$ cat src/rtl/m3sra_pkg.sv
// shared types, constants and helpers for the median-of-three scaled rolling average
package m3sra_pkg;

    localparam int SAMPLE_W      = 10;
    localparam int WORD_W        = 16;
    localparam int DIVISOR_W     = 8;
    localparam int PROD_W        = 17;
    localparam int DIVIDEND_W    = 18;
    localparam int STEP_CNT_W    = 5;
    localparam int RING_DEPTH    = 3;
    localparam int SLOT_W        = 2;
    localparam int NZ_CNT_W      = 2;
    localparam int QUEUE_DEPTH   = 2;
    localparam int QUEUE_PTR_W   = 1;
    localparam int QUEUE_CNT_W   = 2;

    localparam logic [6:0]           SCALE_MUL     = 7'd100;
    localparam logic [DIVISOR_W-1:0] DIVISOR_RESET = 8'd29;
    localparam logic [WORD_W-1:0]    WORD_MAX      = 16'hFFFF;

    typedef struct packed {
        logic [SAMPLE_W-1:0] sample_first;
        logic [SAMPLE_W-1:0] sample_second;
        logic [SAMPLE_W-1:0] sample_third;
    } t_in_item;

    typedef struct packed {
        logic [WORD_W-1:0] scaled_value;
        logic [WORD_W-1:0] mean_of_nonzero;
    } t_out_item;

    // front to back: oldest queued median
    typedef struct packed {
        logic                valid;
        logic [SAMPLE_W-1:0] median;
    } t_med_item;

    typedef struct packed {
        logic                  start;
        logic [DIVIDEND_W-1:0] dividend;
        logic [DIVISOR_W-1:0]  divisor;
    } t_div_req;

    typedef struct packed {
        logic                  busy;
        logic                  done;
        logic [DIVIDEND_W-1:0] quotient;
    } t_div_rsp;

    function automatic logic [SAMPLE_W-1:0] median3(
        input logic [SAMPLE_W-1:0] a,
        input logic [SAMPLE_W-1:0] b,
        input logic [SAMPLE_W-1:0] c
    );
        logic [SAMPLE_W-1:0] lo;
        logic [SAMPLE_W-1:0] hi;
        lo = (a < b) ? a : b;
        hi = (a < b) ? b : a;
        if (c <= lo) begin
            return lo;
        end else if (c >= hi) begin
            return hi;
        end else begin
            return c;
        end
    endfunction

endpackage

$ cat src/rtl/m3sra_front.sv
// front end: takes sample triples, picks the median and queues it for the back end
module m3sra_front (
    input  logic                i_clk,
    input  logic                i_rst_n,
    input  logic                push,
    output logic                full,
    input  m3sra_pkg::t_in_item i_in_item,
    output m3sra_pkg::t_med_item o_med,
    input  logic                i_med_take
);

    logic [m3sra_pkg::SAMPLE_W-1:0]    r_q [m3sra_pkg::QUEUE_DEPTH];
    logic [m3sra_pkg::QUEUE_PTR_W-1:0] r_wr_ptr;
    logic [m3sra_pkg::QUEUE_PTR_W-1:0] r_rd_ptr;
    logic [m3sra_pkg::QUEUE_CNT_W-1:0] r_count;
    logic [m3sra_pkg::QUEUE_CNT_W-1:0] n_count;
    logic                              w_wr;
    logic                              w_rd;

    assign full  = (r_count == m3sra_pkg::QUEUE_CNT_W'(m3sra_pkg::QUEUE_DEPTH));
    assign w_wr  = push && !full;
    assign w_rd  = i_med_take && (r_count != '0);

    assign o_med.valid  = (r_count != '0);
    assign o_med.median = r_q[r_rd_ptr];

    always_comb begin
        n_count = r_count;
        if (w_wr && !w_rd) begin
            n_count = r_count + 1'b1;
        end else if (w_rd && !w_wr) begin
            n_count = r_count - 1'b1;
        end
    end

    always_ff @(posedge i_clk) begin
        if (!i_rst_n) begin
            r_wr_ptr <= '0;
            r_rd_ptr <= '0;
            r_count  <= '0;
        end else begin
            r_count <= n_count;
            if (w_wr) begin
                r_wr_ptr <= r_wr_ptr + 1'b1;
            end
            if (w_rd) begin
                r_rd_ptr <= r_rd_ptr + 1'b1;
            end
        end
    end

    always_ff @(posedge i_clk) begin
        if (w_wr) begin
            r_q[r_wr_ptr] <= m3sra_pkg::median3(i_in_item.sample_first,
                                                i_in_item.sample_second,
                                                i_in_item.sample_third);
        end
    end

endmodule

$ cat src/rtl/m3sra_div.sv
// restoring divider, one quotient bit per cycle
module m3sra_div (
    input  logic                 i_clk,
    input  logic                 i_rst_n,
    input  m3sra_pkg::t_div_req  i_req,
    output m3sra_pkg::t_div_rsp  o_rsp
);

    logic [m3sra_pkg::DIVIDEND_W-1:0] r_quo;
    logic [m3sra_pkg::DIVISOR_W-1:0]  r_rem;
    logic [m3sra_pkg::DIVISOR_W-1:0]  r_div;
    logic [m3sra_pkg::STEP_CNT_W-1:0] r_cnt;
    logic                             r_busy;
    logic                             r_done;

    logic [m3sra_pkg::DIVISOR_W:0]    w_trial;
    logic [m3sra_pkg::DIVISOR_W:0]    w_diff;
    logic                             w_bit;

    assign w_trial = {r_rem, r_quo[m3sra_pkg::DIVIDEND_W-1]};
    assign w_diff  = w_trial - {1'b0, r_div};
    assign w_bit   = (w_trial >= {1'b0, r_div});

    always_ff @(posedge i_clk) begin
        if (!i_rst_n) begin
            r_busy <= 1'b0;
            r_done <= 1'b0;
            r_cnt  <= '0;
        end else begin
            r_done <= 1'b0;
            if (i_req.start && !r_busy) begin
                r_busy <= 1'b1;
                r_cnt  <= '0;
            end else if (r_busy) begin
                r_cnt <= r_cnt + 1'b1;
                if (r_cnt == m3sra_pkg::STEP_CNT_W'(m3sra_pkg::DIVIDEND_W - 1)) begin
                    r_busy <= 1'b0;
                    r_done <= 1'b1;
                end
            end
        end
    end

    always_ff @(posedge i_clk) begin
        if (i_req.start && !r_busy) begin
            r_quo <= i_req.dividend;
            r_rem <= '0;
            r_div <= i_req.divisor;
        end else if (r_busy) begin
            r_quo <= {r_quo[m3sra_pkg::DIVIDEND_W-2:0], w_bit};
            r_rem <= w_bit ? w_diff[m3sra_pkg::DIVISOR_W-1:0]
                           : w_trial[m3sra_pkg::DIVISOR_W-1:0];
        end
    end

    assign o_rsp.busy     = r_busy;
    assign o_rsp.done     = r_done;
    assign o_rsp.quotient = r_quo;

endmodule

$ cat src/rtl/m3sra_back.sv
// back end: scales the median, updates the ring and forms the mean of nonzero entries
module m3sra_back (
    input  logic                            i_clk,
    input  logic                            i_rst_n,
    input  m3sra_pkg::t_med_item            i_med,
    output logic                            o_med_take,
    input  logic [m3sra_pkg::DIVISOR_W-1:0] i_scale_divisor,
    output logic                            empty,
    input  logic                            pop,
    output m3sra_pkg::t_out_item            o_out_item
);

    typedef enum logic [5:0] {
        ST_IDLE  = 6'b000001,
        ST_SCALE = 6'b000010,
        ST_STORE = 6'b000100,
        ST_SUM   = 6'b001000,
        ST_MEAN  = 6'b010000,
        ST_HOLD  = 6'b100000
    } t_state;

    t_state                                r_state;
    t_state                                n_state;
    logic [m3sra_pkg::WORD_W-1:0]          r_ring [m3sra_pkg::RING_DEPTH];
    logic [m3sra_pkg::SLOT_W-1:0]          r_slot;
    logic [m3sra_pkg::WORD_W-1:0]          r_scaled;
    logic [m3sra_pkg::WORD_W-1:0]          r_mean;

    m3sra_pkg::t_div_req                   w_div_req;
    m3sra_pkg::t_div_rsp                   w_div_rsp;
    logic [m3sra_pkg::PROD_W-1:0]          w_prod;
    logic [m3sra_pkg::DIVIDEND_W-1:0]      w_sum;
    logic [m3sra_pkg::NZ_CNT_W-1:0]        w_nz_cnt;
    logic [m3sra_pkg::SLOT_W-1:0]          w_wr_idx;
    logic [m3sra_pkg::WORD_W-1:0]          w_sat_quo;

    m3sra_div u_div (
        .i_clk   (i_clk),
        .i_rst_n (i_rst_n),
        .i_req   (w_div_req),
        .o_rsp   (w_div_rsp)
    );

    assign w_prod = m3sra_pkg::PROD_W'(i_med.median) * m3sra_pkg::PROD_W'(m3sra_pkg::SCALE_MUL);

    // divisor of one can push the quotient past 16 bits
    assign w_sat_quo = (w_div_rsp.quotient[m3sra_pkg::DIVIDEND_W-1:m3sra_pkg::WORD_W] != '0)
                       ? m3sra_pkg::WORD_MAX
                       : w_div_rsp.quotient[m3sra_pkg::WORD_W-1:0];

    always_comb begin
        w_sum    = '0;
        w_nz_cnt = '0;
        for (int k = 0; k < m3sra_pkg::RING_DEPTH; k++) begin
            if (r_ring[k] != '0) begin
                w_sum    = w_sum + m3sra_pkg::DIVIDEND_W'(r_ring[k]);
                w_nz_cnt = w_nz_cnt + 1'b1;
            end
        end
    end

    assign w_wr_idx = (r_slot == m3sra_pkg::SLOT_W'(m3sra_pkg::RING_DEPTH)) ? '0 : r_slot;

    always_comb begin
        n_state            = r_state;
        o_med_take         = 1'b0;
        w_div_req.start    = 1'b0;
        w_div_req.dividend = m3sra_pkg::DIVIDEND_W'(w_prod);
        w_div_req.divisor  = i_scale_divisor;
        unique case (r_state)
            ST_IDLE: begin
                if (i_med.valid) begin
                    o_med_take = 1'b1;
                    if (i_scale_divisor == '0) begin
                        n_state = ST_STORE;
                    end else begin
                        w_div_req.start = 1'b1;
                        n_state         = ST_SCALE;
                    end
                end
            end
            ST_SCALE: begin
                if (w_div_rsp.done) begin
                    n_state = ST_STORE;
                end
            end
            ST_STORE: begin
                n_state = ST_SUM;
            end
            ST_SUM: begin
                w_div_req.dividend = w_sum;
                w_div_req.divisor  = m3sra_pkg::DIVISOR_W'(w_nz_cnt);
                if (w_nz_cnt == '0) begin
                    n_state = ST_HOLD;
                end else begin
                    w_div_req.start = 1'b1;
                    n_state         = ST_MEAN;
                end
            end
            ST_MEAN: begin
                if (w_div_rsp.done) begin
                    n_state = ST_HOLD;
                end
            end
            ST_HOLD: begin
                if (pop) begin
                    n_state = ST_IDLE;
                end
            end
            default: begin
                n_state = ST_IDLE;
            end
        endcase
    end

    always_ff @(posedge i_clk) begin
        if (!i_rst_n) begin
            r_state <= ST_IDLE;
            r_slot  <= '0;
            for (int k = 0; k < m3sra_pkg::RING_DEPTH; k++) begin
                r_ring[k] <= '0;
            end
        end else begin
            r_state <= n_state;
            if (r_state == ST_STORE) begin
                r_ring[w_wr_idx] <= r_scaled;
                r_slot <= (w_wr_idx == m3sra_pkg::SLOT_W'(m3sra_pkg::RING_DEPTH - 1))
                          ? '0 : w_wr_idx + 1'b1;
            end
        end
    end

    always_ff @(posedge i_clk) begin
        if (r_state == ST_IDLE && i_med.valid && i_scale_divisor == '0) begin
            r_scaled <= m3sra_pkg::WORD_MAX;
        end else if (r_state == ST_SCALE && w_div_rsp.done) begin
            r_scaled <= w_sat_quo;
        end
        if (r_state == ST_SUM && w_nz_cnt == '0) begin
            r_mean <= '0;
        end else if (r_state == ST_MEAN && w_div_rsp.done) begin
            r_mean <= w_div_rsp.quotient[m3sra_pkg::WORD_W-1:0];
        end
    end

    assign empty                      = (r_state != ST_HOLD);
    assign o_out_item.scaled_value    = r_scaled;
    assign o_out_item.mean_of_nonzero = r_mean;

    a_slot_in_ring: assert property (@(posedge i_clk) disable iff (!i_rst_n)
        r_slot != m3sra_pkg::SLOT_W'(m3sra_pkg::RING_DEPTH))
        else $error("ring slot out of range");

    a_div_done_waited: assert property (@(posedge i_clk) disable iff (!i_rst_n)
        w_div_rsp.done |-> (r_state == ST_SCALE || r_state == ST_MEAN))
        else $error("divider finished with nobody waiting");

    a_div_idle_on_start: assert property (@(posedge i_clk) disable iff (!i_rst_n)
        w_div_req.start |-> !w_div_rsp.busy)
        else $error("divider started while busy");

    a_result_held: assert property (@(posedge i_clk) disable iff (!i_rst_n)
        (r_state == ST_HOLD && !pop) |=> ($stable(r_scaled) && $stable(r_mean) && !empty))
        else $error("waiting result changed before pop");

endmodule

$ cat src/rtl/median3_scale_rolling_average_core.sv
// top level: median-of-three, scaling and rolling mean of nonzero ring entries
//
//  channel  | handshake                  | payload
//  ---------+----------------------------+-------------------------------
//  input    | push / full                | i_in_item  (three 10-bit samples)
//  result   | empty / pop                | o_out_item (scaled value, mean)
//  config   | i_cfg_valid / o_cfg_ready  | i_cfg_data (scale divisor)
//
// an item takes two passes of the 18-step serial divider, one to scale and one for the mean
// (a zero divisor or an all-zero ring each skips a pass)
// a two-entry median queue lets the front take requests while a result waits on pop
// synchronous active-low reset clears the ring, write slot and median queue, divisor returns to 29
// config writes are always ready
module median3_scale_rolling_average_core (
    input  logic                             i_clk,
    input  logic                             i_rst_n,
    input  logic                             push,
    output logic                             full,
    input  m3sra_pkg::t_in_item              i_in_item,
    output logic                             empty,
    input  logic                             pop,
    output m3sra_pkg::t_out_item             o_out_item,
    input  logic                             i_cfg_valid,
    output logic                             o_cfg_ready,
    input  logic [m3sra_pkg::DIVISOR_W-1:0]  i_cfg_data
);

    logic [m3sra_pkg::DIVISOR_W-1:0] r_scale_divisor;
    m3sra_pkg::t_med_item            w_med;
    logic                            w_med_take;

    assign o_cfg_ready = 1'b1;

    always_ff @(posedge i_clk) begin
        if (!i_rst_n) begin
            r_scale_divisor <= m3sra_pkg::DIVISOR_RESET;
        end else if (i_cfg_valid && o_cfg_ready) begin
            r_scale_divisor <= i_cfg_data;
        end
    end

    m3sra_front u_front (
        .i_clk      (i_clk),
        .i_rst_n    (i_rst_n),
        .push       (push),
        .full       (full),
        .i_in_item  (i_in_item),
        .o_med      (w_med),
        .i_med_take (w_med_take)
    );

    m3sra_back u_back (
        .i_clk           (i_clk),
        .i_rst_n         (i_rst_n),
        .i_med           (w_med),
        .o_med_take      (w_med_take),
        .i_scale_divisor (r_scale_divisor),
        .empty           (empty),
        .pop             (pop),
        .o_out_item      (o_out_item)
    );

endmodule

$ cat config.mk
export PLATFORM = sky130hd
export DESIGN_NAME = median3_scale_rolling_average_core
export DESIGN_NICKNAME = d
export VERILOG_FILES = /design/src/rtl/m3sra_pkg.sv /design/src/rtl/m3sra_front.sv /design/src/rtl/m3sra_div.sv /design/src/rtl/m3sra_back.sv /design/src/rtl/median3_scale_rolling_average_core.sv
export SDC_FILE = /design/constraint.sdc
export NUM_CORES = 1
export LEC_CHECK = 0
export BUFFER_PORTS_ARGS = -buffer_cell sky130_fd_sc_hd__buf_2
export CAP_MARGIN = 20
export CELL_PAD_IN_SITES_DETAIL_PLACEMENT = 1
export CELL_PAD_IN_SITES_GLOBAL_PLACEMENT = 1
export CORE_MARGIN = 10
export CORE_UTILIZATION = 48
export DETAILED_ROUTE_END_ITERATION = 12
export PLACE_DENSITY = 0.91
export SYNTH_ARGS = -nofsm -noshare
export SYNTH_HDL_FRONTEND = slang
export SYNTH_SLANG_ARGS = --single-unit
$ cat constraint.sdc
create_clock -name i_clk -period 6.1 [get_ports i_clk]
set_input_delay 0.61 -clock i_clk [delete_from_list [all_inputs] [get_ports i_clk]]
set_output_delay 0.61 -clock i_clk [all_outputs]
set_load 0.03 [all_outputs]
## Yosys cells after proc, flatten, opt, wreduce, memory -nomap -nowiden

Memories as Yosys holds them, arrays and structs flattened. A register that Yosys moved wholly into a read port is not among the register bits.
Index checks and enable logic that the tools add are counted.

| cells by class | value |
|---|---|
| magnitude comparators | 4 |
| mux-type cells | 48 |
| $mul | 1 |
| reduce and logical (&&, ||, !) cells | 27 |
| equal/unequal tests | 15 |
| add/subtract/negate cells | 11 |
| bitwise operators | 2 |

Operators with widths:

| kind | count |
|---|---|
| 18-bit two-way mux | 4 |
| 10-bit two-way mux | 5 |
| 16-bit two-way mux | 3 |
| 16-bit nonzero test | 3 |
| 6-bit case mux with 6 select lines | 1 |
| 6-bit two-way mux | 5 |
| 26-bit two-way mux | 1 |
| 1-bit two-way mux | 19 |
| 18-bit by 16-bit adder with 18-bit output | 1 |
| 16-bit by 16-bit adder with 17-bit output | 1 |
| 16-bit OR reduction | 1 |
| 10-bit by 5-bit multiplier with 15-bit output (second input constant) | 1 |
| 2-bit two-way mux | 7 |
| 10-bit greater-or-equal comparator | 1 |
| 10-bit less-or-equal comparator | 1 |
| 1-bit logical AND | 10 |
| 10-bit less-than comparator | 1 |
| 9-bit by 8-bit greater-or-equal comparator with 1-bit output | 1 |
| 8-bit logical NOT | 1 |
| 8-bit two-way mux | 1 |
| 2-bit nonzero test | 4 |
| 8-bit subtractor | 1 |
| 2-bit by 1-bit adder with 2-bit output (second input constant) | 3 |
| 2-bit == test (second input constant) | 3 |
| other kinds (22) | 29 |

| storage, ports and cells | value |
|---|---|
| bits in writable memories | 68 |
| output and inout bits | 35 |
| memories kept | 2 |
| register bits | 93 |
| logic and storage cells | 125 |
| input bits | 43 |

Memory list:

| name | words | bits a word | read ports | clocked after memory_dff | write ports | RTL line | text |
|---|---|---|---|---|---|---|---|
| u_back.r_ring | 3 | 16 | 3 | 0 | 3 | m3sra_back.sv:24 | `logic [m3sra_pkg::WORD_W-1:0] r_ring [m3sra_pkg::RING_DEPTH];` |
| u_front.r_q | 2 | 10 | 1 | 1 | 1 | m3sra_front.sv:12 | `logic [m3sra_pkg::SAMPLE_W-1:0] r_q [m3sra_pkg::QUEUE_DEPTH];` |

## Logic depth before layout (Yosys ltp)

An unclocked memory read counts as a cell.

| depth | value |
|---|---|
| depth after elaboration | 12 |
| gate-level depth with buffers | 21 |
| mapped depth without buffers | 20 |

## Modules after synthesis

From an unflattened synthesis, not the netlist that was laid out.

| second synthesis, totals | value |
|---|---|
| cell total of the unflattened synthesis | 1192 |
| area total of the unflattened synthesis | 11014.3 um^2 |

By module, submodules not included:

| module | sequential area each (um^2) | instances | area an instance (um^2) | cells an instance |
|---|---|---|---|---|
| m3sra_back | 2242.2 | 1 | 6631.4 | 732 |
| m3sra_div | 1081.0 | 1 | 2064.5 | 212 |
| m3sra_front | 700.7 | 1 | 2015.7 | 221 |
| median3_scale_rolling_average_core | 160.2 | 1 | 302.8 | 27 |

## Worst setup path after synthesis

OpenSTA, ideal clock, no wires.

| timing | value |
|---|---|
| path kind | in2reg |
| start | input i_in_item[11] in the netlist's numbering |
| end | memory u_front.r_q[0][0] in the netlist's numbering, data pin |
| library setup time | 0.135 ns |
| slack | 1.784 ns |
| required time | 5.965 ns |
| data arrival time | 4.181 ns |
| path buffers | 1 |
| stages on the path | 18 |
| path through | inv_1 > ha_1 > a21o_1 > a21oi_1 > o21ai_1 > o2111ai_1 > a21oi_1 > buf_2 > mux2_2 > ha_1 > nand2b_1 > a21o_1 > a21oi_1 > o21ai_0 > a311o_1 > and2b_1 > mux2i_1 > o221a_2 |

| between the ends | value |
|---|---|
| cells in the longest elaborated chain, start to end | 6 |
| elaborated cells on any way between the ends | 8 |
| classes of those cells | 3 x order compare; 5 x mux |

Ends and longest elaborated chain:

| element | RTL line | text |
|---|---|---|
| start: declaration | median3_scale_rolling_average_core.sv:19 | `input m3sra_pkg::t_in_item i_in_item,` |
| 10-bit less-than comparator | m3sra_pkg.sv:57, m3sra_pkg.sv:58 |  |
| 10-bit two-way mux | m3sra_pkg.sv:58 | `hi = (a < b) ? b : a;` |
| 10-bit greater-or-equal comparator | m3sra_pkg.sv:61 | `end else if (c >= hi) begin` |
| 10-bit two-way mux | m3sra_pkg.sv:61 |  |
| 10-bit two-way mux * | m3sra_pkg.sv:59 | `if (c <= lo) begin` |
| 10-bit two-way mux * | m3sra_front.sv:53 | `if (w_wr) begin` |
| end: declaration | m3sra_front.sv:12 |  |

Mark *: on every way between the ends. The rest lies on a longest branch, timed or not. The select of a mux whose other input is x is not followed.

## Worst setup path after layout

| timing | value |
|---|---|
| start | input i_in_item[11] in the netlist's numbering |
| end | memory u_front.r_q[1][0] in the netlist's numbering, data pin |

The elaborated chain is that of the path after synthesis.

==> results.md <==
- Post-synthesis share of cell area spent on xor and xnor gates: 3.40%
- H-tree Lvls: 4
- Number of antenna violations at the first check in global routing: 0
- Mean instance size in the synthesized netlist: 9.30 um^2
- Worst-path maximum fanout: 13
- Setup repair after global routing missed its margin: false
- Hold worst-path end: r_scale_divisor[2]
- M1 GR Usage: 25.9%
- Fin util: 54.3%
- Post-synthesis cell type count: 75
- Total grt overflow: 0
- Register-to-register setup slack: 1190 ps
- Number of optimization iterations in the first detailed-route pass: 5
- Buffer cell driving the clock tree root: sky130_fd_sc_hd__clkbuf_16
- Syn. warnings: 0
- Area growth syn-to-layout: 10.5%
- Launching point of the worst reg2reg path: u_back.r_ring[1][1]
- Number of enable flip-flop cells after synthesis: 94
- HPWL after detailed placement: 24300 um
- Post-CTS resize count: 0
- Final Hold Fails: 0
- Share of synthesized area occupied by flip-flops and latches: 38.7%
- Result of the run: complete, no violations
- Initial cell density of the core: 49.1%
- Area taken by multi-input logic gates: 6120 um^2
- Post-synthesis share of cell area spent on full adders, half adders and majority gates: 14.3%
- Share of post-route cells with drive strength above 1: 12.9%
- Vias in the first global route: 9926
- Post-synthesis sequential element count: 162
- Commonest cells in the netlist: sky130_fd_sc_hd__ha_1, sky130_fd_sc_hd__nor2_1, sky130_fd_sc_hd__edfxtp_1
- Worst slew slack as a fraction of its limit: 37.8%
- Antenna diode count: 0
- Power density normalized to cell area: 457 nW/um^2
- Period minus WS final: 4960 ps
- Post-CTS Setup Repair Bufs: 0
- Critical path startpoint category: input port
- Antenna-violating nets left: 0
- Setup Viol. Count Final: 0
- Setup skew after layout: 14.1 ps
- Vias per cell: 6.27
- Async set-or-reset flop fraction in the synthesized netlist: 0%
- Die Width: 170 um
- Prevailing post-synth register cell: sky130_fd_sc_hd__edfxtp_1
- Clk_lat worst skew: 440 ps
- Synthesized-area fraction occupied by ao, oa, aoi and oai cells: 16.2%
- Seq. cell area: 4180 um^2
- Met2 global-route usage: 40.9%
- Worst reg-to-reg path cell count: 17
- Post-detailed-routing wire length: 33300 um
- Post-synthesis mux area share: 4.41%
- Kind of path behind the tightest hold check: in2reg
- Number of top-level design ports: 78
- Clock Sink Count: 162
- Crit path capture type: flip-flop
- Total Routing Usage GR: 22.8%
- Crit path required time: 6390 ps
- Buffers from clock root to sink, at most: 2
- Post-synthesis net count: 1325
- Count of hold buffers inserted by post-cts repair: 0
- Period utilisation layout: 81.3%
- Number of maximum-capacitance constraint violations: 0
- Via count of the routed design: 9382
- GPL Wtd Cong: 0.893
- Filler cells: 2534
- Hold Path Cell Cnt: 3
- Std-Cell Core Area: 22000 um^2
- Cell with the most instances after synthesis: sky130_fd_sc_hd__ha_1
- FF-to-FF End: u_back.u_div.r_quo[10]
- Most utilized layer in the global route result: met2
- Leakage: 5.31 nW
- Total Negative Setup Slacks: 0 ps
- Main combinational cell family by area after synthesis: simple AND/OR/NAND/NOR gates
- Main area contributors after synthesis: sky130_fd_sc_hd__edfxtp_1, sky130_fd_sc_hd__ha_1, sky130_fd_sc_hd__dfxtp_1
- Synth Cell Area: 10800 um^2
- Share of the synthesized area in the top cell type: 26.1%
- Port Buffers: 76
- Largest net degree at the start of global routing: 50
- Slew of the pin with the lowest slew margin: 908 ps
- Maximum ir drop on the vdd rail: 284 uV
- Overall die height: 170 um
- Final net count: 1365
- Number of buffers inserted during clock tree synthesis: 17
- Detailed router's first-iteration violation count: 599
- Met3 Resource Use GR: 4.16%
- Largest area contributor in the netlist: sky130_fd_sc_hd__edfxtp_1
- Rows: 54
- Full die area: 28900 um^2
- Category of the critical setup timing path: in2reg
- Peak Freq: 202 MHz
- Global-route wire length before repair: 52800 um
- Number of standard cells after synthesis: 1163
- Number of pins exceeding their max-slew limit in the final report: 0
- Register clock-pin slew on the reported worst setup and hold paths: 60 ps
- Area share of and/or/nand/nor cells after synthesis: 18.2%
- Critical path data arrival time: 5260 ps
- Startpoint of the worst hold path: i_cfg_data[2]
- CTS tree: yes
- DRC errors left: 0
- Average detailed-routed wire length per instance: 22.3 um
-- layer usage --
layer,share of wire (%),vias up,wire length [um]
met1,40,4645,13300
met5,0,-,0
met2,51,329,17100
met3,5.1,101,1690
li1,-,4307,-
met4,3.8,0,1270
-- cell type report --
cell class	count	share of cell area [%]
multi-input combinational	871	51.2
sequential	162	35.0
clock buffer	22	3.98
timing repair buffer	86	3.81
tap	280	2.93
inverter	65	2.08
clock inverter	10	1.00
-- critical path, cell delays in order --
cell	delay [ps]
sky130_fd_sc_hd__buf_2	110
sky130_fd_sc_hd__inv_1	60
sky130_fd_sc_hd__ha_1	270
sky130_fd_sc_hd__a21o_1	110
sky130_fd_sc_hd__a21oi_1	60
sky130_fd_sc_hd__o21ai_1	160
sky130_fd_sc_hd__o2111ai_1	150
sky130_fd_sc_hd__a21oi_2	630
sky130_fd_sc_hd__buf_4	300
sky130_fd_sc_hd__buf_4	200
sky130_fd_sc_hd__nor2_1	60
sky130_fd_sc_hd__a21oi_1	120
sky130_fd_sc_hd__ha_1	270
sky130_fd_sc_hd__a21o_1	170
sky130_fd_sc_hd__a31oi_1	120
sky130_fd_sc_hd__o21ai_0	130
sky130_fd_sc_hd__a311o_1	430
sky130_fd_sc_hd__and2b_1	210
sky130_fd_sc_hd__mux2i_1	690
sky130_fd_sc_hd__o221a_2	360
-- worst max path at each step --
stage	start	end	slack [ps]	cells past startpoint
floorplan	i_in_item[11]	u_front.r_q[0][0]	1780	18
global placement	i_in_item[11]	u_front.r_q[0][9]	870	20
global route	i_in_item[11]	u_front.r_q[1][0]	700	20
finish	i_in_item[11]	u_front.r_q[1][0]	1140	20
CTS	i_in_item[11]	u_front.r_q[1][0]	1130	20
detailed placement	i_in_item[11]	u_front.r_q[0][0]	680	20
-- power by group --
part	switching (mW)	leakage (nW)	internal [mW]	total (mW)
clock network	0.472	0.285	0.642	1.11
logic	1.69	3.54	1.04	2.74
registers	0.185	1.48	1.43	1.62
-- state kept, by name, indices dropped and copies added (netlist names), 5 cells and up, named ones only --
signal	flops
u_back.u_div.r_div	8
u_back.r_ring	48
u_front.r_q	20
u_back.u_div.r_rem	8
u_back.u_div.r_cnt	5
u_back.r_state	6
u_back.r_mean	16
r_scale_divisor	8
u_back.u_div.r_quo	18
u_back.r_scaled	16
-- cell usage in the layout, fill, tap and decap left out, drive strengths merged, types with 13 or more instances in the layout --
cell type  Yosys  layout
xnor2         17      17
nand2b        13      13
edfxtp        94      94
a21o          21      21
nor3          33      33
o21ai         72      72
a21oi         80      80
nand2         92      92
buf           10      86
inv           63      67
ha           111     111
nor2         110     110
clkbuf        55      22
nor4          15      15
dfxtp         68      68
mux2i         33      33
a211oi        14      14
and3          52      52
or3           13      13
mux2          13      13
xor2          25      25
-- metrics by stage --
| step | hold slack [ps] | cell area, um^2 | power [mW] | worst slack [ps] | instances |
|---|---|---|---|---|---|
| 6_report | 406 | 12000 | 5.47 | 1140 | 1496 |
| 2_1_floorplan | 443 | 10800 | 3.45 | 1780 | 1163 |
| 5_1_grt | 428 | 12000 | 5.78 | 695 | 1496 |
| 3_5_place_dp | 447 | 11400 | 4.20 | 680 | 1463 |
| 4_1_cts | 402 | 11900 | 5.42 | 1130 | 1495 |
| 3_3_place_gp | 442 | 11400 | 4.03 | 872 | 1463 |
-- logic make-up after synthesis --
kind of cell / Yosys count
muxes: 46
DFF: 162
other: 1
AOI/OAI and AO/OA: 267
xor gates and xnor gates: 42
adders and majority gates: 119
buffers and inverters: 130
and+or+nand+nor: 396
Power figures use the tool's default switching activity.
